<file path="src/rtl/blpa_pkg.sv">
// Shared types, constants and helpers for the linked block pool allocator.
// No dependencies; every other file uses it by scoped names.
package blpa_pkg;

    localparam int POOL_CAPACITY = 4096;
    localparam int INIT_DEFAULT  = 1024;
    localparam int INIT_MAX      = 4096;
    localparam int INIT_LIMIT    = (INIT_MAX < POOL_CAPACITY) ? INIT_MAX : POOL_CAPACITY;

    localparam int IDX_W = $clog2(POOL_CAPACITY);
    localparam int CNT_W = IDX_W + 1;

    typedef logic [IDX_W-1:0] t_idx;
    typedef logic [CNT_W-1:0] t_cnt;

    // block pointer: valid bit plus index, all zero is null
    typedef struct packed {
        logic valid;
        t_idx idx;
    } t_ptr;

    // request codes on the input channel
    localparam logic [1:0] ACT_ALLOC  = 2'd0;
    localparam logic [1:0] ACT_FREE   = 2'd1;
    localparam logic [1:0] ACT_LINK   = 2'd2;
    localparam logic [1:0] ACT_UNUSED = 2'd3;

    typedef enum logic [1:0] {
        OP_NOP,
        OP_ALLOC,
        OP_FREE,
        OP_LINK
    } t_op;

    typedef struct packed {
        t_op  op;
        t_cnt cnt;
        t_ptr p1;
        t_ptr p2;
    } t_cmd;

    // queue head toward the back end
    typedef struct packed {
        logic valid;
        t_cmd cmd;
    } t_q2b;

    // back end status toward the front end
    typedef struct packed {
        logic pop;
        logic clearing;
    } t_b2f;

    typedef enum logic [3:0] {
        S_CLEAR,
        S_IDLE,
        S_EXEC,
        S_WALK_RD,
        S_WALK_STEP,
        S_MINT,
        S_TERM,
        S_APPEND,
        S_DONE
    } t_state;

    // pool size from the register value: zero picks the default, clamp the rest
    function automatic t_cnt f_init_size(input t_cnt v);
        t_cnt n;
        if (v == '0) begin
            n = CNT_W'(INIT_DEFAULT);
        end else if (int'(v) > INIT_LIMIT) begin
            n = CNT_W'(INIT_LIMIT);
        end else begin
            n = v;
        end
        return n;
    endfunction

endpackage

</file>
<file path="src/rtl/blpa_if.sv">
// Valid/ready channel interfaces for requests and results.
// Depends on blpa_pkg for field widths.
interface blpa_req_if;
    logic                  valid;
    logic                  ready;
    logic [1:0]            action;
    blpa_pkg::t_cnt        block_count;
    blpa_pkg::t_idx        first_block;
    logic                  first_valid;
    blpa_pkg::t_idx        second_block;
    logic                  second_valid;

    modport source (output valid, action, block_count, first_block, first_valid,
                    second_block, second_valid, input ready);
    modport sink   (input valid, action, block_count, first_block, first_valid,
                    second_block, second_valid, output ready);
endinterface


</file>
<file path="src/rtl/blpa_front.sv">
// Front end: accept request beats, classify them into commands, hold them
// in a two-entry queue for the back end. Depends on blpa_pkg and blpa_if.
module blpa_front (
    input  logic              i_clk,
    input  logic              i_rst_n,
    blpa_req_if.sink          i_req,
    input  blpa_pkg::t_b2f    i_b2f,
    output blpa_pkg::t_q2b    o_q2b
);

    blpa_pkg::t_cmd r_q [2];
    logic           r_wp, n_wp;
    logic           r_rp, n_rp;
    logic [1:0]     r_cnt, n_cnt;
    blpa_pkg::t_cmd cmd;
    logic           push;

    // classify the request; requests that change nothing become no-ops
    always_comb begin
        cmd.cnt = i_req.block_count;
        cmd.p1  = '{valid: i_req.first_valid,  idx: i_req.first_block};
        cmd.p2  = '{valid: i_req.second_valid, idx: i_req.second_block};
        if (!i_req.first_valid)  cmd.p1 = '0;
        if (!i_req.second_valid) cmd.p2 = '0;
        unique case (i_req.action)
            blpa_pkg::ACT_ALLOC:
                cmd.op = (i_req.block_count != '0) ? blpa_pkg::OP_ALLOC : blpa_pkg::OP_NOP;
            blpa_pkg::ACT_FREE:
                cmd.op = (i_req.block_count != '0 && i_req.first_valid && i_req.second_valid)
                         ? blpa_pkg::OP_FREE : blpa_pkg::OP_NOP;
            blpa_pkg::ACT_LINK:
                cmd.op = i_req.first_valid ? blpa_pkg::OP_LINK : blpa_pkg::OP_NOP;
            default:
                cmd.op = blpa_pkg::OP_NOP;
        endcase
    end

    assign i_req.ready = (r_cnt != 2'd2) && !i_b2f.clearing;
    assign push        = i_req.valid && i_req.ready;

    // advance pointers and fill level
    always_comb begin
        n_wp  = r_wp ^ push;
        n_rp  = r_rp ^ i_b2f.pop;
        n_cnt = r_cnt + 2'(push) - 2'(i_b2f.pop);
    end

    always_ff @(posedge i_clk) begin
        if (!i_rst_n) begin
            r_wp  <= 1'b0;
            r_rp  <= 1'b0;
            r_cnt <= 2'd0;
        end else begin
            r_wp  <= n_wp;
            r_rp  <= n_rp;
            r_cnt <= n_cnt;
        end
    end

    // store the command
    always_ff @(posedge i_clk) begin
        if (push) begin
            r_q[r_wp] <= cmd;
        end
    end

    assign o_q2b.valid = (r_cnt != 2'd0);
    assign o_q2b.cmd   = r_q[r_rp];

endmodule

</file>
<file path="src/flat_wrapper.sv">
// flat-port wrapper written by rule: the top's interface ports become plain ports
module blpa_front_flat 
  (i_clk, i_rst_n, i_b2f, o_q2b, i_req_valid, i_req_action, i_req_block_count, i_req_first_block, i_req_first_valid, i_req_second_block, i_req_second_valid, i_req_ready);
  blpa_req_if i_req_i ();
  input  logic i_clk;
  input  logic i_rst_n;
  input  blpa_pkg::t_b2f i_b2f;
  output blpa_pkg::t_q2b o_q2b;
  input wire logic [$bits(i_req_i.valid)-1:0] i_req_valid;
  input wire logic [$bits(i_req_i.action)-1:0] i_req_action;
  input wire logic [$bits(i_req_i.block_count)-1:0] i_req_block_count;
  input wire logic [$bits(i_req_i.first_block)-1:0] i_req_first_block;
  input wire logic [$bits(i_req_i.first_valid)-1:0] i_req_first_valid;
  input wire logic [$bits(i_req_i.second_block)-1:0] i_req_second_block;
  input wire logic [$bits(i_req_i.second_valid)-1:0] i_req_second_valid;
  output wire logic [$bits(i_req_i.ready)-1:0] i_req_ready;
  assign i_req_i.valid = i_req_valid;
  assign i_req_i.action = i_req_action;
  assign i_req_i.block_count = i_req_block_count;
  assign i_req_i.first_block = i_req_first_block;
  assign i_req_i.first_valid = i_req_first_valid;
  assign i_req_i.second_block = i_req_second_block;
  assign i_req_i.second_valid = i_req_second_valid;
  assign i_req_ready = i_req_i.ready;
  blpa_front u_core (.i_clk(i_clk), .i_rst_n(i_rst_n), .i_req(i_req_i), .i_b2f(i_b2f), .o_q2b(o_q2b));
endmodule
</file>
<file path="config.mk">
export PLATFORM = sky130hd
export DESIGN_NAME = blpa_front_flat
export DESIGN_NICKNAME = d
export VERILOG_FILES = /design/src/rtl/blpa_pkg.sv /design/src/rtl/blpa_if.sv /design/src/rtl/blpa_front.sv /design/src/flat_wrapper.sv
export SDC_FILE = /design/constraint.sdc
export NUM_CORES = 1
export LEC_CHECK = 0
export BUFFER_PORTS_ARGS = -buffer_cell sky130_fd_sc_hd__buf_2
export CAP_MARGIN = 20
export CORE_ASPECT_RATIO = 1.75
export CORE_UTILIZATION = 40
export CTS_BUF_LIST = sky130_fd_sc_hd__clkbuf_4
export CTS_CLUSTER_SIZE = 20
export DETAILED_ROUTE_END_ITERATION = 8
export GPL_TIMING_DRIVEN = 0
export HOLD_SLACK_MARGIN = 0.06
export PLACE_DENSITY = 0.65
export SYNTH_ARGS = -nofsm -noshare
export SYNTH_HDL_FRONTEND = slang
export SYNTH_SLANG_ARGS = --single-unit
</file>
<file path="constraint.sdc">
create_clock -name i_clk -period 2.05 [get_ports i_clk]
set_clock_uncertainty 0.15 [all_clocks]
set_input_delay 0 -clock i_clk [delete_from_list [all_inputs] [get_ports i_clk]]
set_output_delay 0 -clock i_clk [all_outputs]
set_load 0.03 [all_outputs]
</file>
==> flow_summary.toml, run 1 <==
[outcome]
status = "finished clean"

[global_routing]
grt_pass1_vias = 2167
gr-total-overflow = 0
grt_first_pass_wirelength_mm = 9.96
track_usage_pct = 14.9
grt_start_max_net_pins = 42
grt_antenna_before_repair = 1

[synth]
synthCells = 188
synth_area_leaders = "edfxtp_1 68%, mux2_4 17%, and2_1 5.0%, dfxtp_1 2.8%, buf_12 2.2%"
synth_common_cells = "82 x edfxtp_1, 40 x mux2_4, 29 x and2_1"
synth.yosys.seq_area_share_pct = 70.7
synth_most_common_cell = "edfxtp_1"
syn_avg_cell_area_um2 = 19.3
synth_top_cell_by_area = "edfxtp_1"
synth_edf_count = 82
synth_top_area_share_pct = 68.0
synth_area_um2 = 3620
ys.flop_type = "edfxtp_1"
ys_seq_elements = 87
async_reset_ff_share_pct = 0
synth_warnings = 0
synthDistinctLibCells = 23
syn_nets = 238

[sta]
slew_violations = 0
setup_viol_count_final = 0
hold_viol_final = 0
rsz0062_at_grt = "false"
worst_pin_slew_ns = 0.610
fin_ws_ns = 0.0503
period_share_pct = 97.5
slew-limit-headroom_pct = 59.3
clock.fmax_mhz = 500
fin_crit_ns = 2.00
fin_setup_tns_ns = 0

[finish]
regArea_um2 = 2560
final_util_pct = 55.8
final_nets = 384
drive_above_1_share_pct = 44.8
syn_to_final_growth_pct = 34.3
multiInputGateArea_um2 = 976
stdcell_count = 457
nFillCells = 695

[clocking]
postCtsSetupRepairBufs = 0
clk_path_buf_depth = 2
cts_resized = 0
ctsHoldBuffers = 47
cts-root-buf = "clkbuf_4"
cts_buffers = 9
clock_sinks = 87
clk_latency_ns = 0.42
clk_pin_slew_ns = 0.13
cts_tree = "done"
h-tree-depth = 3

[pwr]
seq_power_share_pct = 52.8
pwr-share-comb_pct = 21.3
p_clk_share_pct = 25.9
p_leak_nw = 1.93
vdd_drop_max_v = 0.000625
p_per_area_nw_per_um2 = 819
power.total_w = 0.00398
p_int_w = 0.00294
swShare_pct = 26.1
p_sw_w = 0.00104

[flow_run]
cap_violations = 0

[floorplan]
die_y_um = 128
pin_count = 89
die_w_um = 73.9
rows = 45
start_util_pct = 41.5
core_um2 = 8730
dieArea_um2 = 9460

[setup_path]
criticalPathCategory = "input port to register"
worstPathMaxFanout = 3
crit_slowest_cell = "dlygate4sd3_1"
required_ns = 2.08
max_stage_delay_ns = 0.59
cp-startpoint = "i_req_block_count[6]"
cp.arrival_ns = 2.03
crit_chain = "dlygate4sd3_1 > buf_2 > nor4_1 > and4_1 > a211oi_1 > dlygate4sd3_1"
crit_path_start_kind = "input port"
critPathCaptureType = "register"
path_common_cell = "dlygate4sd3_1"
crit_buf_inv = 3
critical_path.top_delay_family = "buffers and inverters"
timing.rr.start = "u_core.r_cnt[0]$_SDFF_PN0_"

[route]
final_antenna_net_count = 0
drt-wirelength-per-cell_um = 14.4
drc = 0
routed_wirelength_mm = 6.56
drtIter0Drc = 91
vias_per_cell = 4.57
drt_pre_antenna_iters = 6
num_vias = 2089

[hold_path]
hp-class = "input port to register"
hold_start = "i_b2f[0]"

[placement]
port_buffers = 88
dp_hpwl_mm = 3.99
dp_slack_ns = 0.142
dp.cells = 393
place_congestion = 0.686
## cell families (layout without fill, tap and decap cells)
family	Yosys count	in the layout	share of synthesized area, %
flops	87	87	70.7
simple gates	39	39	6.66
other cells	0	1	0
compound gates	3	3	0.483
fa+ha+maj	4	4	1.38
buf+inv	11	162	3.14
xor+xnor	3	3	0.725
mux	41	41	16.9
## path summary, 6_finish.rpt
check                                                   end  slack (ns)  cells past startpoint
worst max-delay path            u_core.r_q[1][39]$_DFFE_PP_        0.05                      6
worst min-delay path                 u_core.r_wp$_SDFF_PN0_        0.12                      5
worst max register to register  u_core.r_q[0][19]$_DFFE_PP_        0.13                      4
worst min register to register       u_core.r_rp$_SDFF_PN0_        0.45                      2
## placed cells by master, fill, tap and decap left out, types with 2 or more instances in the layout
cell type and n:
nor2_1 2, clkinv_1 2, xnor2_1 2, dlygate4sd3_1 47, buf_12 4, clkbuf_1 2, edfxtp_1 82, nor4_1 2
ha_1 2, buf_2 88, and2_1 29, clkbuf_4 9, bufinv_16 2, mux2_4 40, ha_4 2, clkinvlp_4 2
dfxtp_1 5, inv_1 4
## per-layer routing
layer	up-vias	share of wire (%)	GRT usage (%)
met5	-	0	0
met4	0	3.4	8.71
met3	17	4.2	5.19
met2	69	56	26.4
met1	1003	37	14.3
li1	1000	-	-
## power groups by stage
stage | Combinational, W | Sequential [W] | Clock, W
after floorplan | 0.000585 | 0.00213 | 0
final | 0.000848 | 0.00210 | 0.00103
after CTS | 0.000853 | 0.00210 | 0.00106
after global placement | 0.000774 | 0.00214 | 0
after detailed placement | 0.000779 | 0.00214 | 0
after global routing | 0.000902 | 0.00211 | 0.00113
## per-stage QoR
stage	hold slack, ns	area, um^2
detailed placement	0.0591	4240
floorplan	-0.0905	3650
finish	0.117	4870
global placement	0.0520	4240
global route	0.0840	4870
CTS	0.0770	4860
## state kept, by name, summed over array words and instances, names as in the netlist, named ones only
signal / flops
u_core.r_wp: 1
u_core.r_rp: 1
u_core.r_q: 82
u_core.r_cnt: 2
## area by class of cell
cell class,instances,area share [%]
multi-input cells,90,20.1
clock buffers,9,1.39
inverters,4,0.308
repair buffers,135,18.7
diodes,1,0.0514
plain buffers,7,2.03
clock inverters,7,1.80
flip-flops and latches,87,52.6
well taps,117,3.01
## worst reg2reg max path, stage by stage, from the launching register on
cell and delay [ns]:
dfxtp_1 0.35, inv_1 0.06, a21oi_2 0.13, and2_1 0.27, ha_4 0.58
Note: power is estimated with default switching activity, not from simulation.
==> run 2: changes to the inputs <==
--- a/config.mk
+++ b/config.mk
@@ -5,7 +5,7 @@
 export SDC_FILE = /design/constraint.sdc
 export NUM_CORES = 1
 export LEC_CHECK = 0
-export BUFFER_PORTS_ARGS = -buffer_cell sky130_fd_sc_hd__buf_2
+export BUFFER_PORTS_ARGS = -buffer_cell sky130_fd_sc_hd__clkbuf_2
 export CAP_MARGIN = 20
 export CORE_ASPECT_RATIO = 1.75
 export CORE_UTILIZATION = 40
==> flow_summary.toml, run 2 (synthesis results as in run 1) <==
[finish]
final_nets = 384
final_common_cell = "clkbuf_2"
final_cell_mix = "88 x clkbuf_2, 82 x edfxtp_1, 47 x dlygate4sd3_1"
drive_above_1_share_pct = 45.7
reg_top3 = "u_core.r_q (82), u_core.r_cnt (2)"
largest_reg_flops = 82
syn_to_final_growth_pct = 33.9
stdcell_count = 457
regMostFlops = "u_core.r_q"

[floorplan]
start_util_pct = 41.5
core_um2 = 8730
pin_count = 89
rows = 45
die_y_um = 128
die_w_um = 73.9
dieArea_um2 = 9460

[route]
vias_per_cell = 4.53
drt-wirelength-per-cell_um = 13.8
drtIter0Drc = 68
drt_pre_antenna_iters = 5
drc = 0
final_antenna_net_count = 0
routed_wirelength_mm = 6.29
num_vias = 2068

[sta]
fin_crit_ns = 2.02
fin_ws_ns = 0.0287
period_share_pct = 98.6
slew-limit-headroom_pct = 60.4
clock.fmax_mhz = 495
slew_violations = 0
setup_viol_count_final = 0
hold_viol_final = 0
worst_pin_slew_ns = 0.594

[placement]
dp_slack_ns = 0.117
port_buffers = 88
dp_hpwl_mm = 4.00
place_congestion = 0.679
dp.cells = 393

[setup_path]
critPathCaptureType = "register"
crit_path_start_kind = "register"
max_stage_delay_ns = 0.57
r2r_slack_ns = 0.03
crit_buf_inv = 2
worstPathMaxFanout = 3
cp.arrival_ns = 2.19
crit_chain = "inv_1 > a21oi_2 > and2_4 > ha_1 > and2_1 > dlygate4sd3_1"
criticalPathCategory = "register to register"
critical_path.top_delay_family = "buffers and inverters"
crit_slowest_cell = "dlygate4sd3_1"
required_ns = 2.22

[pwr]
p_per_area_nw_per_um2 = 796
power.total_w = 0.00386
vdd_drop_max_v = 0.000494
p_leak_nw = 1.94

[clocking]
h-tree-depth = 3
clock_sinks = 87
cts_tree = "done"
clk_latency_ns = 0.42
clk_path_buf_depth = 2
cts-root-buf = "clkbuf_4"
cts_buffers = 9
clk_pin_slew_ns = 0.13

[global_routing]
met2_usage_pct = 27.3
grt_first_pass_wirelength_mm = 9.94
met3_usage_pct = 4.48
grt_antenna_before_repair = 1
busiest_layer = "met2"
grtUsageMet1_pct = 13.7
grt_start_max_net_pins = 42
track_usage_pct = 14.9
gr-total-overflow = 0
grt_pass1_vias = 2179

[flow_run]
cap_violations = 0

[hold_path]
hp-class = "input port to register"

[outcome]
status = "finished clean"
[run 2: cell count changes in the layout (fill, tap and decap cells not counted), sizes merged]
| cell | before | now |
|---|---|---|
| buf | 93 | 5 |
| clkinv | 3 | 4 |
| bufinv | 2 | 1 |
| clkbuf | 11 | 99 |
[run 2: timing repair]
action | CTS | global route
setup endpoints to repair | 0 | 85
hold buffers | 46 | 1
gates resized for setup | 0 | 3
endpoints found under the hold margin | 87 | 1
setup buffers | 0 | 0
[run 2: worst paths after layout]
path	start	endpoint	cells after the start
hold reg to reg	u_core.r_rp$_SDFF_PN0_	u_core.r_rp$_SDFF_PN0_	2
setup reg to reg	u_core.r_cnt[0]$_SDFF_PN0_	u_core.r_cnt[0]$_SDFF_PN0_	6
hold / removal	i_req_block_count[11]	u_core.r_q[1][37]$_DFFE_PP_	2
setup / recovery	u_core.r_cnt[0]$_SDFF_PN0_	u_core.r_cnt[0]$_SDFF_PN0_	6
[run 2: area by class of cell]
class / instances / area (um^2)
Clock inverter: 7 / 63.8
Timing Repair Buffer: 135 / 911
Tap cell: 117 / 146
Buffer: 7 / 98.8
Inverter: 4 / 15.0
Sequential cell: 87 / 2560
Multi-Input combinational cell: 90 / 985
Antenna cell: 1 / 2.50
Clock buffer: 9 / 67.6
Fill cell: 714 / 3870
[run 2: metal layers]
layer  part of all wire (%)  up-vias
li1                       -      998
met1                     36      994
met2                     56       60
met3                    4.2       16
met4                    3.5        0
met5                      0        -
[run 2: stage by stage]
step | setup TNS [ns] | util, % | instance area [um^2] | hold WS (ns)
after floorplan | 0 | - | 3650 | -0.0905
after global placement | 0 | 48.6 | 4240 | 0.0543
after detailed placement | 0 | 48.6 | 4240 | 0.0594
after CTS | 0 | 55.4 | 4830 | 0.0900
after global routing | -0.0303 | 55.6 | 4850 | 0.146
final | 0 | 55.6 | 4850 | 0.180
[run 2: where the power goes]
| group | leakage [nW] | internal [W] | switching, W | total, W |
|---|---|---|---|---|
| Clock | 0.0691 | 0.000361 | 0.000544 | 0.000905 |
| Combinational | 1.07 | 0.000393 | 0.000464 | 0.000857 |
| Sequential | 0.801 | 0.00207 | 0.0000322 | 0.00210 |
